===== config.mk =====
export PLATFORM = sky130hd
export DESIGN_NAME = fac_box_cell
export DESIGN_NICKNAME = d
export VERILOG_FILES = /design/src/hw/rtl/fac_pkg.sv /design/src/hw/rtl/fac_box_cell.sv
export SDC_FILE = /design/constraint.sdc
export NUM_CORES = 1
export LEC_CHECK = 0
export BUFFER_PORTS_ARGS = -buffer_cell sky130_fd_sc_hd__buf_4
export CORE_AREA = 8 8 253 255
export CTS_BUF_LIST = sky130_fd_sc_hd__clkbuf_8
export DETAILED_ROUTE_END_ITERATION = 8
export DIE_AREA = 0 0 261 263
export PLACE_DENSITY = 0.4
export SYNTH_ARGS = -nofsm -noshare
export SYNTH_HDL_FRONTEND = slang
export SYNTH_SLANG_ARGS = --single-unit

===== constraint.sdc =====
create_clock -name i_clk -period 2.8 [get_ports i_clk]
set_input_delay 0.14 -clock i_clk [delete_from_list [all_inputs] [get_ports i_clk]]
set_output_delay 0.14 -clock i_clk [all_outputs]
set_load 0.03 [all_outputs]

===== src/hw/rtl/fac_pkg.sv =====
// shared types, codes and sizes for the frustum box culling block
// no dependencies; imported by every module of the block

package fac_pkg;

    localparam int NUM_PLANES = 6;
    localparam int PLANE_W    = 3;
    localparam int COEF_W     = 2;
    localparam int VAL_W      = 32;
    localparam int PROD_W     = 2 * VAL_W;
    localparam int SUM_W      = PROD_W + 2;
    localparam int D_SHIFT    = 16;
    localparam int CFG_IDX_W  = 3;
    localparam int IN_DATA_W  = 232;
    localparam int OUT_DATA_W = 8;

    localparam logic OP_LOAD = 1'b0;
    localparam logic OP_TEST = 1'b1;

    localparam logic [COEF_W-1:0] COEF_NX = 2'd0;
    localparam logic [COEF_W-1:0] COEF_NY = 2'd1;
    localparam logic [COEF_W-1:0] COEF_NZ = 2'd2;
    localparam logic [COEF_W-1:0] COEF_D  = 2'd3;

    localparam logic [1:0] VERDICT_OUT_BOX   = 2'd0;
    localparam logic [1:0] VERDICT_OUT_PLANE = 2'd1;
    localparam logic [1:0] VERDICT_INSIDE    = 2'd2;
    localparam logic [1:0] VERDICT_CROSS     = 2'd3;

    localparam logic [CFG_IDX_W-1:0] REG_MIN_X = 3'd0;
    localparam logic [CFG_IDX_W-1:0] REG_MIN_Y = 3'd1;
    localparam logic [CFG_IDX_W-1:0] REG_MIN_Z = 3'd2;
    localparam logic [CFG_IDX_W-1:0] REG_MAX_X = 3'd3;
    localparam logic [CFG_IDX_W-1:0] REG_MAX_Y = 3'd4;
    localparam logic [CFG_IDX_W-1:0] REG_MAX_Z = 3'd5;

    typedef logic [2:0][VAL_W-1:0] t_vec3;

    typedef struct packed {
        logic out_box;
        logic out_plane;
        logic crossing;
    } t_flags;

    typedef struct packed {
        logic               opcode;
        logic [PLANE_W-1:0] plane_slot;
        logic [COEF_W-1:0]  coef_slot;
        logic [VAL_W-1:0]   coef_value;
        t_vec3              lo;
        t_vec3              hi;
        t_flags             flags;
    } t_item;

endpackage


===== src/hw/rtl/fac_box_cell.sv =====
// head cell of the chain: overlap test of the box against the frustum bounding box
// depends on fac_pkg

module fac_box_cell
    import fac_pkg::*;
(
    input  logic  i_clk,
    input  logic  i_rst_n,
    input  logic  i_en,
    input  t_vec3 i_fmin,
    input  t_vec3 i_fmax,
    input  logic  i_valid,
    input  t_item i_item,
    output logic  o_valid,
    output t_item o_item
);

    logic  r_valid;
    t_item r_item;
    t_item n_item;
    logic  w_out;

    always_comb begin
        w_out = 1'b0;
        for (int a = 0; a < 3; a++) begin
            if ($signed(i_item.lo[a]) > $signed(i_fmax[a]) ||
                $signed(i_fmin[a]) > $signed(i_item.hi[a])) begin
                w_out = 1'b1;
            end
        end
        n_item                 = i_item;
        n_item.flags.out_box   = w_out;
        n_item.flags.out_plane = 1'b0;
        n_item.flags.crossing  = 1'b0;
    end

    always_ff @(posedge i_clk) begin
        if (!i_rst_n) begin
            r_valid <= 1'b0;
        end else if (i_en) begin
            r_valid <= i_valid;
        end
    end

    always_ff @(posedge i_clk) begin
        if (i_en) begin
            r_item <= n_item;
        end
    end

    assign o_valid = r_valid;
    assign o_item  = r_item;

endmodule


=== After elaboration in Yosys (flattened, before gate mapping) ===
Index checks and enable logic that the tools add are counted.

* Register bits: 232
* Latch bits: 0
* Bits in writable memories: 0
* ROM bits: 0
* Input port bits: 429
* Output and inout port bits: 234
* Word-level logic and storage cells: 23
* Memories: 0

* Add/sub/neg operators: 0
* Multipliers: 0
* Div/mod/pow operators: 0
* Magnitude comparators: 6
* Equal/unequal tests: 0
* Shift-type cells: 0
* Muxes and demuxes: 1
* Bitwise logic cells: 0
* Reductions and logical operators: 4

{| class="wikitable"
|+ Operators with widths
! operator !! number
|-
| $gt A32 B32 Y1 || 6
|-
| $logic_or A1 B1 Y1 || 3
|-
| $reduce_or A2 Y1 || 1
|-
| $mux W1 || 1
|}

=== Longest topological paths before layout ===
Gate-level depths: netlist (run 1).

* Depth after elaboration: 3
* Gate-level depth with buffers: 10
* Mapped depth without buffers: 10

=== Worst setup path before layout (run 1) ===
OpenSTA, ideal clock, no wires.

* Path type: in2reg
* Start point: input port i_fmax[14] (netlist name)
* End point: register r_item, in the netlist o_item[2], data pin
* Library setup time: 266 ps
* Arrival time: 2,006 ps
* Data required time: 2,534 ps
* Path slack: 528 ps
* Cell stages on the path: 10
* Path buffers: 0
* Cell sequence: inv_1 > ha_1 > nand4_2 > nor3_2 > a21boi_1 > or4b_4 > a2111oi_4 > mux2i_1 > nor3_2 > nand4_1

* Word-level cells in the longest chain between the ends: 3

{| class="wikitable"
|+ Ends and longest elaborated chain
! item !! line !! source
|-
| start, declared || fac_box_cell.sv:11 || <nowiki>input t_vec3 i_fmax,</nowiki>
|-
| $gt A32 B32 Y1 || fac_box_cell.sv:26 || <nowiki>if ($signed(i_item.lo[a]) > $signed(i_fmax[a]) ||</nowiki>
|-
| $logic_or A1 B1 Y1 || fac_box_cell.sv:26 ||
|-
| $mux W1 || fac_box_cell.sv:26 ||
|-
| end signal, assigned || fac_box_cell.sv:47 || <nowiki>r_item <= n_item;</nowiki>
|-
| end, declared || fac_box_cell.sv:19 || <nowiki>t_item r_item;</nowiki>
|}

Every way passes these cells.
A chain may end at the register's enable or synchronous reset.

=== Worst setup path in the final report (run 1) ===
* Start point: input port i_item[113] (netlist name)
* End point: register r_item, in the netlist o_item[2], data pin

* Word-level cells in the longest chain between the ends: 3

{| class="wikitable"
|+ Ends and longest elaborated chain
! item !! line !! source
|-
| start, declared || fac_box_cell.sv:13 || <nowiki>input t_item i_item,</nowiki>
|-
| $gt A32 B32 Y1 || fac_box_cell.sv:26 ||
|-
| $logic_or A1 B1 Y1 || fac_box_cell.sv:26 ||
|-
| $mux W1 || fac_box_cell.sv:26 ||
|}

Every way passes these cells.

==> metrics.md, run 1 <==
| Metric | Value |
|---|---|
| Yosys warnings | `0` |
| PortBufs | `657` |
| Die area | `~69000 sq um` |
| Post-CTS setup buffer count | `0` |
| Drt drc | `0` |
| Initial core utilization | `0.198` |
| CP endpoint kind | `register` |
| Crit path DAT | `a little under 3 ns` |
| Post-synth top area share | `0.584` |
| Number of flops mapped to enable cells by yosys | `around 230` |
| Antenna Nets Post-Route | `0` |
| Post-Synthesis Cells | `908` |
| First-pass GRT wire length | `between 70 and 80 mm` |
| Ys async rst share | `0` |
| Layout Cells excl Fill | `2680` |
| Total grt overflow | `0` |
| Vias per Instance | `between 3 and 4` |
| Core area | `roughly 60000 sq um` |
| Layout cells sized above 1 | `0.393` |
| Fin. Hold Viols | `0` |
| Vias in the first global route | `about 12000` |
| Total wire length | `~53 mm` |
| Fin crit share | `0.921` |
| Worst setup margin | `between 0.2 and 0.25 ns` |
| Synth cell types | `39` |
| Max-slew violations | `0` |
| Average routed wire per standard cell | `19.7 um` |
| # setup viols final | `0` |
| Comb power frac | `0.250` |
| Max Fclk | `a little under 400 MHz` |
| DRT Pass-1 Iters | `4` |
| Leak pwr | `10.2 nW` |
| Top FF cell, synth | `edfxtp_1` |
| Sw Pwr | `roughly 0.003 W` |
| Critical Path Fanout Max | `3` |
| Min-Delay Path Class | `primary input to register` |
| Clk sinks | `232` |
| Flop pwr share | `0.405` |
| Pin count of the biggest net entering global routing | `81` |
| Clock power frac | `0.345` |
| Final GP Congestion | `0.810` |
| Global Route Usage Sum | `0.148` |
| H-Tree Depth | `2` |
| Req. time, crit path | `3.15 ns` |
| Critical path class | `primary input to register` |
| I/O pins | `between 600 and 700` |
| Clock root buffer master | `clkbuf_8` |
| Post-route setup TNS | `0 ns` |
| Dpl cells | `2359` |
| Final core utilization | `0.354` |
| Switching Fraction | `0.296` |
| Area contributors post-synth | `edfxtp_1 58%, ha_1 20%, inv_1 6.1%` |
| Die H | `263 um` |
| TritonCTS clock tree | `built` |
| Top-count cell post-synth | `edfxtp_1` |
| Initial antenna violation count | `6` |
| Cell accounting for the most synthesized area | `edfxtp_1` |
| Worst-skew pair later-pin latency | `0.60 ns` |
| Setup Skew | `0 ns` |
| Internal power | `0.00731 W` |
| Worst Tran Pin Value | `slightly below 0.8 ns` |
| Syn avg cell area | `13.1 sq um` |
| Cell area after synthesis | `around 12000 sq um` |
| Seq cells post-synth | `232` |
| Layout area overhead | `78.3%` |
| Total power | `0.0104 W` |
| Clock Path Buffers | `3` |
| CTS clock-pin slew for the worst setup and hold paths | `0.06 ns` |
| Cell Pwr Density | `490 nW/um^2` |
| RSZ-0062 raised after global routing | `false` |
| Peak supply drop | `279 uV` |
| Num CTS Buffers | `49` |
| Worst slew margin | `0.486` |
| DP HPWL | `roughly 44 mm` |
| Pre-CTS WS | `between 0.08 and 0.09 ns` |
| Most frequent cells after synthesis | `231 x edfxtp_1, 192 x ha_1, 192 x inv_1` |
| Share of the yosys chip area belonging to registers | `0.585` |
| Final nets | `2481` |
| Row cnt | `90` |
| Die width | `261 um` |
| DR iter-0 viols | `~260` |
| Critical Path Start Type | `primary input` |
| Status | `finished clean` |
| Vias | `10704` |
| Maxcap violations | `0` |
| Min cycle time layout | `around 2.6 ns` |
## path summary, 6_finish.rpt
| path | from | endpoint | slack, ns | cells past startpoint |
|---|---|---|---|---|
| setup / recovery | i_item[113] | o_item[2] | 0.22 | 12 |
| hold / removal | i_en | o_item[28] | 0.05 | 1 |
| setup reg to reg | o_valid | o_valid | 1.64 | 3 |
| hold reg to reg | o_valid | o_valid | 1.07 | 3 |
## layout make-up
type                       count  area, sq um
sequential                   232         6960
antenna                        4         10.0
timing repair buffer         902         7400
inverter                     192          721
clock buffer                  55          757
clock inverter                30          173
tap                          782          978
fill                        6138        38700
multi-input combinational    483         4200
## worst max-delay path: stages
cell	delay, ns
dlygate4sd3_1	0.54
buf_4	0.14
ha_1	0.34
a21oi_1	0.17
nand2_1	0.07
a21oi_1	0.15
buf_4	0.14
or4b_4	0.47
a2111oi_4	0.37
mux2i_1	0.15
nor3_2	0.16
nand4_1	0.08
## state kept, by name, summed over array words and instances (netlist names)
register  count
o_valid       1
o_item      231
## metrics by stage
step | cell area, sq um | hold WS [ns]
after floorplan | 11900 | 0.239
after global placement | 17900 | 0.318
after detailed placement | 17900 | 0.320
after CTS | 21200 | 0.0326
after global routing | 21200 | 0.0431
final | 21200 | 0.0543
## timing repair
action                                 CTS  global route
hold buffers                           232             0
gates resized for setup                  0             0
endpoints found under the hold margin  231             0
setup endpoints to repair                0             0
## routing by layer
metal	track usage	up-vias	share of wire
met5	0	-	0.00064
met4	0.0505	4	0.031
met3	0.0591	84	0.096
met2	0.276	404	0.52
met1	0.147	4967	0.36
li1	-	5245	-
## cell families (layout without fill, tap and decap cells)
group | count (synthesis) | count (layout) | synth area share
buffers and inverters | 194 | 1179 | 0.0619
adders and majority gates | 192 | 192 | 0.202
muxes | 7 | 7 | 0.00621
DFF | 232 | 232 | 0.585
and+or+nand+nor | 130 | 130 | 0.0613
other | 1 | 6 | 0.000316
AOI/OAI and AO/OA | 152 | 152 | 0.0829
## cells in the final DEF, fill, tap and decap left out, drive strengths merged, types with 8 or more instances in the layout
master	synthesis	layout
a211oi	11	11
a21o	34	34
a21oi	61	61
buf	2	670
clkbuf	0	55
clkinv	0	11
dlygate4sd3	0	232
edfxtp	231	231
ha	192	192
inv	192	208
nand2	31	31
nand3	18	18
nand4	38	38
nor2	10	10
nor2b	8	8
nor3	10	10
o21ai	18	18
## power by group through the flow
stage | clock, W | combinational [W] | sequential (W)
global route | 0.00389 | 0.00282 | 0.00423
detailed placement | 0 | 0.00236 | 0.00428
CTS | 0.00377 | 0.00265 | 0.00421
floorplan | 0 | 0.000508 | 0.00484
finish | 0.00358 | 0.00260 | 0.00421
global placement | 0 | 0.00235 | 0.00427
Note: power is estimated with default switching activity, not from simulation.
==> inputs of run 2 (changes only) <==
--- a/config.mk
+++ b/config.mk
@@ -6,10 +6,12 @@
 export NUM_CORES = 1
 export LEC_CHECK = 0
 export BUFFER_PORTS_ARGS = -buffer_cell sky130_fd_sc_hd__buf_4
+export CAP_MARGIN = 30
 export CORE_AREA = 8 8 253 255
 export CTS_BUF_LIST = sky130_fd_sc_hd__clkbuf_8
 export DETAILED_ROUTE_END_ITERATION = 8
 export DIE_AREA = 0 0 261 263
+export GPL_TIMING_DRIVEN = 0
 export PLACE_DENSITY = 0.4
 export SYNTH_ARGS = -nofsm -noshare
 export SYNTH_HDL_FRONTEND = slang
==> metrics.md, run 2 (synthesis gave the netlist of run 1 again) <==
| Metric | Value |
|---|---|
| Dpl cells | `2350` |
| Max Fclk | `approximately 380 MHz` |
| Pin count of the biggest net entering global routing | `112` |
| Num CTS Buffers | `50` |
| Min-Delay Path Class | `primary input to register` |
| Average routed wire per standard cell | `19.2 um` |
| DR iter-0 viols | `282` |
| Hold endpoint | `o_item[2]` |
| FF/Latch Area | `around 7000 sq um` |
| Final nets | `2474` |
| Clk sinks | `approximately 230` |
| Worst-skew pair later-pin latency | `0.59 ns` |
| TritonCTS clock tree | `built` |
| Critical Path Start Type | `primary input` |
| Hold Worst Slack | `about 0.26 ns` |
| Commonest non-fill, non-tap cell in the layout | `buf_4` |
| Layout Cells excl Fill | `2678` |
| Initial antenna violation count | `6` |
| Layout area overhead | `78.6%` |
| Most used cells in the layout excluding fill and tap cells | `658 x buf_4, 233 x dlygate4sd3_1, 231 x edfxtp_1` |
| Setup Skew | `0 ns` |
| Worst Min Path Start | `i_fmin[63]` |
| Vias in the first global route | `11940` |
| Multi-input logic area | `4210 sq um` |
| CP endpoint kind | `register` |
| Req. time, crit path | `3.13 ns` |
| Layout cells sized above 1 | `0.392` |
| Initial core utilization | `0.198` |
| H-Tree Depth | `2` |
| Worst Tran Pin Value | `0.713 ns` |
| Row cnt | `90` |
| WHS Path Cells | `4` |
| Core area | `59900 sq um` |
| Leak pwr | `10.2 nW` |
| Crit path DAT | `2.94 ns` |
| Total power | `0.0106 W` |
| Reg2reg start | `o_valid` |
| I/O pins | `663` |
| Reg2Reg Setup Slack | `1.66 ns` |
| PortBufs | `about 660` |
| Total grt overflow | `0` |
| Vias per Instance | `just under 4` |
| FF-to-FF End | `o_valid` |
| Min cycle time layout | `around 2.6 ns` |
| Worst slew margin | `0.525` |
| Drt drc | `0` |
| Global Route Usage Sum | `0.143` |
| CTS clock-pin slew for the worst setup and hold paths | `about 0.050 ns` |
| Final GP Congestion | `0.814` |
| First-pass GRT wire length | `approximately 74 mm` |
| Clock Path Buffers | `3` |
| Die H | `263 um` |
| Max-slew violations | `0` |
| Fin. Hold Viols | `0` |
| RSZ-0062 raised after global routing | `false` |
| Fin crit share | `0.932` |
| Total wire length | `51.5 mm` |
| DRT Pass-1 Iters | `4` |
| Die area | `between 60000 and 70000 sq um` |
| Vias | `10598` |
| Cell Pwr Density | `499 nW/um^2` |
| Maxcap violations | `0` |
| # setup viols final | `0` |
| Number of flip-flops under the largest register name | `approximately 230` |
| R2R cell count | `3` |
| Critical path class | `primary input to register` |
| # fillers | `6145` |
| Critical Path Fanout Max | `3` |
| Die width | `between 200 and 300 um` |
| DP HPWL | `42.8 mm` |
| Antenna Nets Post-Route | `0` |
| Peak supply drop | `350 uV` |
| Status | `finished clean` |
| Clock root buffer master | `clkbuf_8` |
run 2: cell count changes in the layout (fill, tap and decap cells not counted), moves of 2 or more:
cell,delta
buf_12,-3
buf_16,+2
buf_4,-8
bufinv_16,+3
clkbuf_8,-3
clkinv_1,+3
clkinv_2,+2
inv_1,-2
run 2: final cells by class:
class	instances	area share
sequential	232	0.328
timing repair buffer	892	0.345
antenna	5	0.000589
clock buffer	52	0.0337
buffer	2	0.000707
tap	782	0.0461
clock inverter	38	0.0138
multi-input combinational	483	0.198
inverter	192	0.0339
run 2: through the flow:
| step | TNS, ns | instance area, sq um | setup slack [ns] | utilization |
|---|---|---|---|---|
| after global routing | 0 | 21200 | 0.0572 | 0.354 |
| after floorplan | 0 | 11900 | 0.528 | - |
| after global placement | -53.80 | 17800 | -0.435 | 0.297 |
| after detailed placement | -0.451 | 17900 | -0.451 | 0.298 |
| after CTS | 0 | 21200 | 0.00200 | 0.354 |
| final | 0 | 21200 | 0.192 | 0.354 |
run 2: timing repair:
item | in CTS | in global routing
hold endpoints to repair | 247 | 0
hold buffers | 233 | 0
setup endpoints to repair | 0 | 1
buffers inserted | 0 | 0
resized for setup | 0 | 3
run 2: per-layer routing:
metal / vias up / part of all wire / track usage
met3: 63 / 0.10 / 0.0612
met1: 4910 / 0.35 / 0.139
li1: 5235 / - / -
met2: 388 / 0.53 / 0.274
met4: 2 / 0.020 / 0.0340
met5: - / 0.00025 / 0
run 2: power by group:
part           leakage (nW)  switching, W  internal (W)
Sequential             2.27     0.0000775       0.00413
Clock                 0.561       0.00163       0.00218
Combinational          7.36       0.00136       0.00122
Total                  10.2       0.00307       0.00753
run 2: worst max path at each step:
| stage | from | endpoint | slack (ns) | depth (start not counted) |
|---|---|---|---|---|
| floorplan | i_fmax[14] | o_item[2] | 0.53 | 10 |
| global placement | i_fmax[19] | o_item[2] | -0.44 | 11 |
| detailed placement | i_fmax[19] | o_item[2] | -0.45 | 11 |
| CTS | i_item[119] | o_item[2] | 0.002 | 10 |
| global route | i_item[113] | o_item[2] | 0.06 | 11 |
| finish | i_item[113] | o_item[2] | 0.19 | 11 |
run 2: critical path, stage by stage:
cell           delay (ns)
dlygate4sd3_1        0.57
buf_4                0.15
ha_1                 0.32
a21oi_1              0.17
nand2_1              0.07
a21oi_1              0.21
or4b_4               0.50
a2111oi_4            0.38
mux2i_2              0.14
nor3_4               0.18
nand4_1              0.10
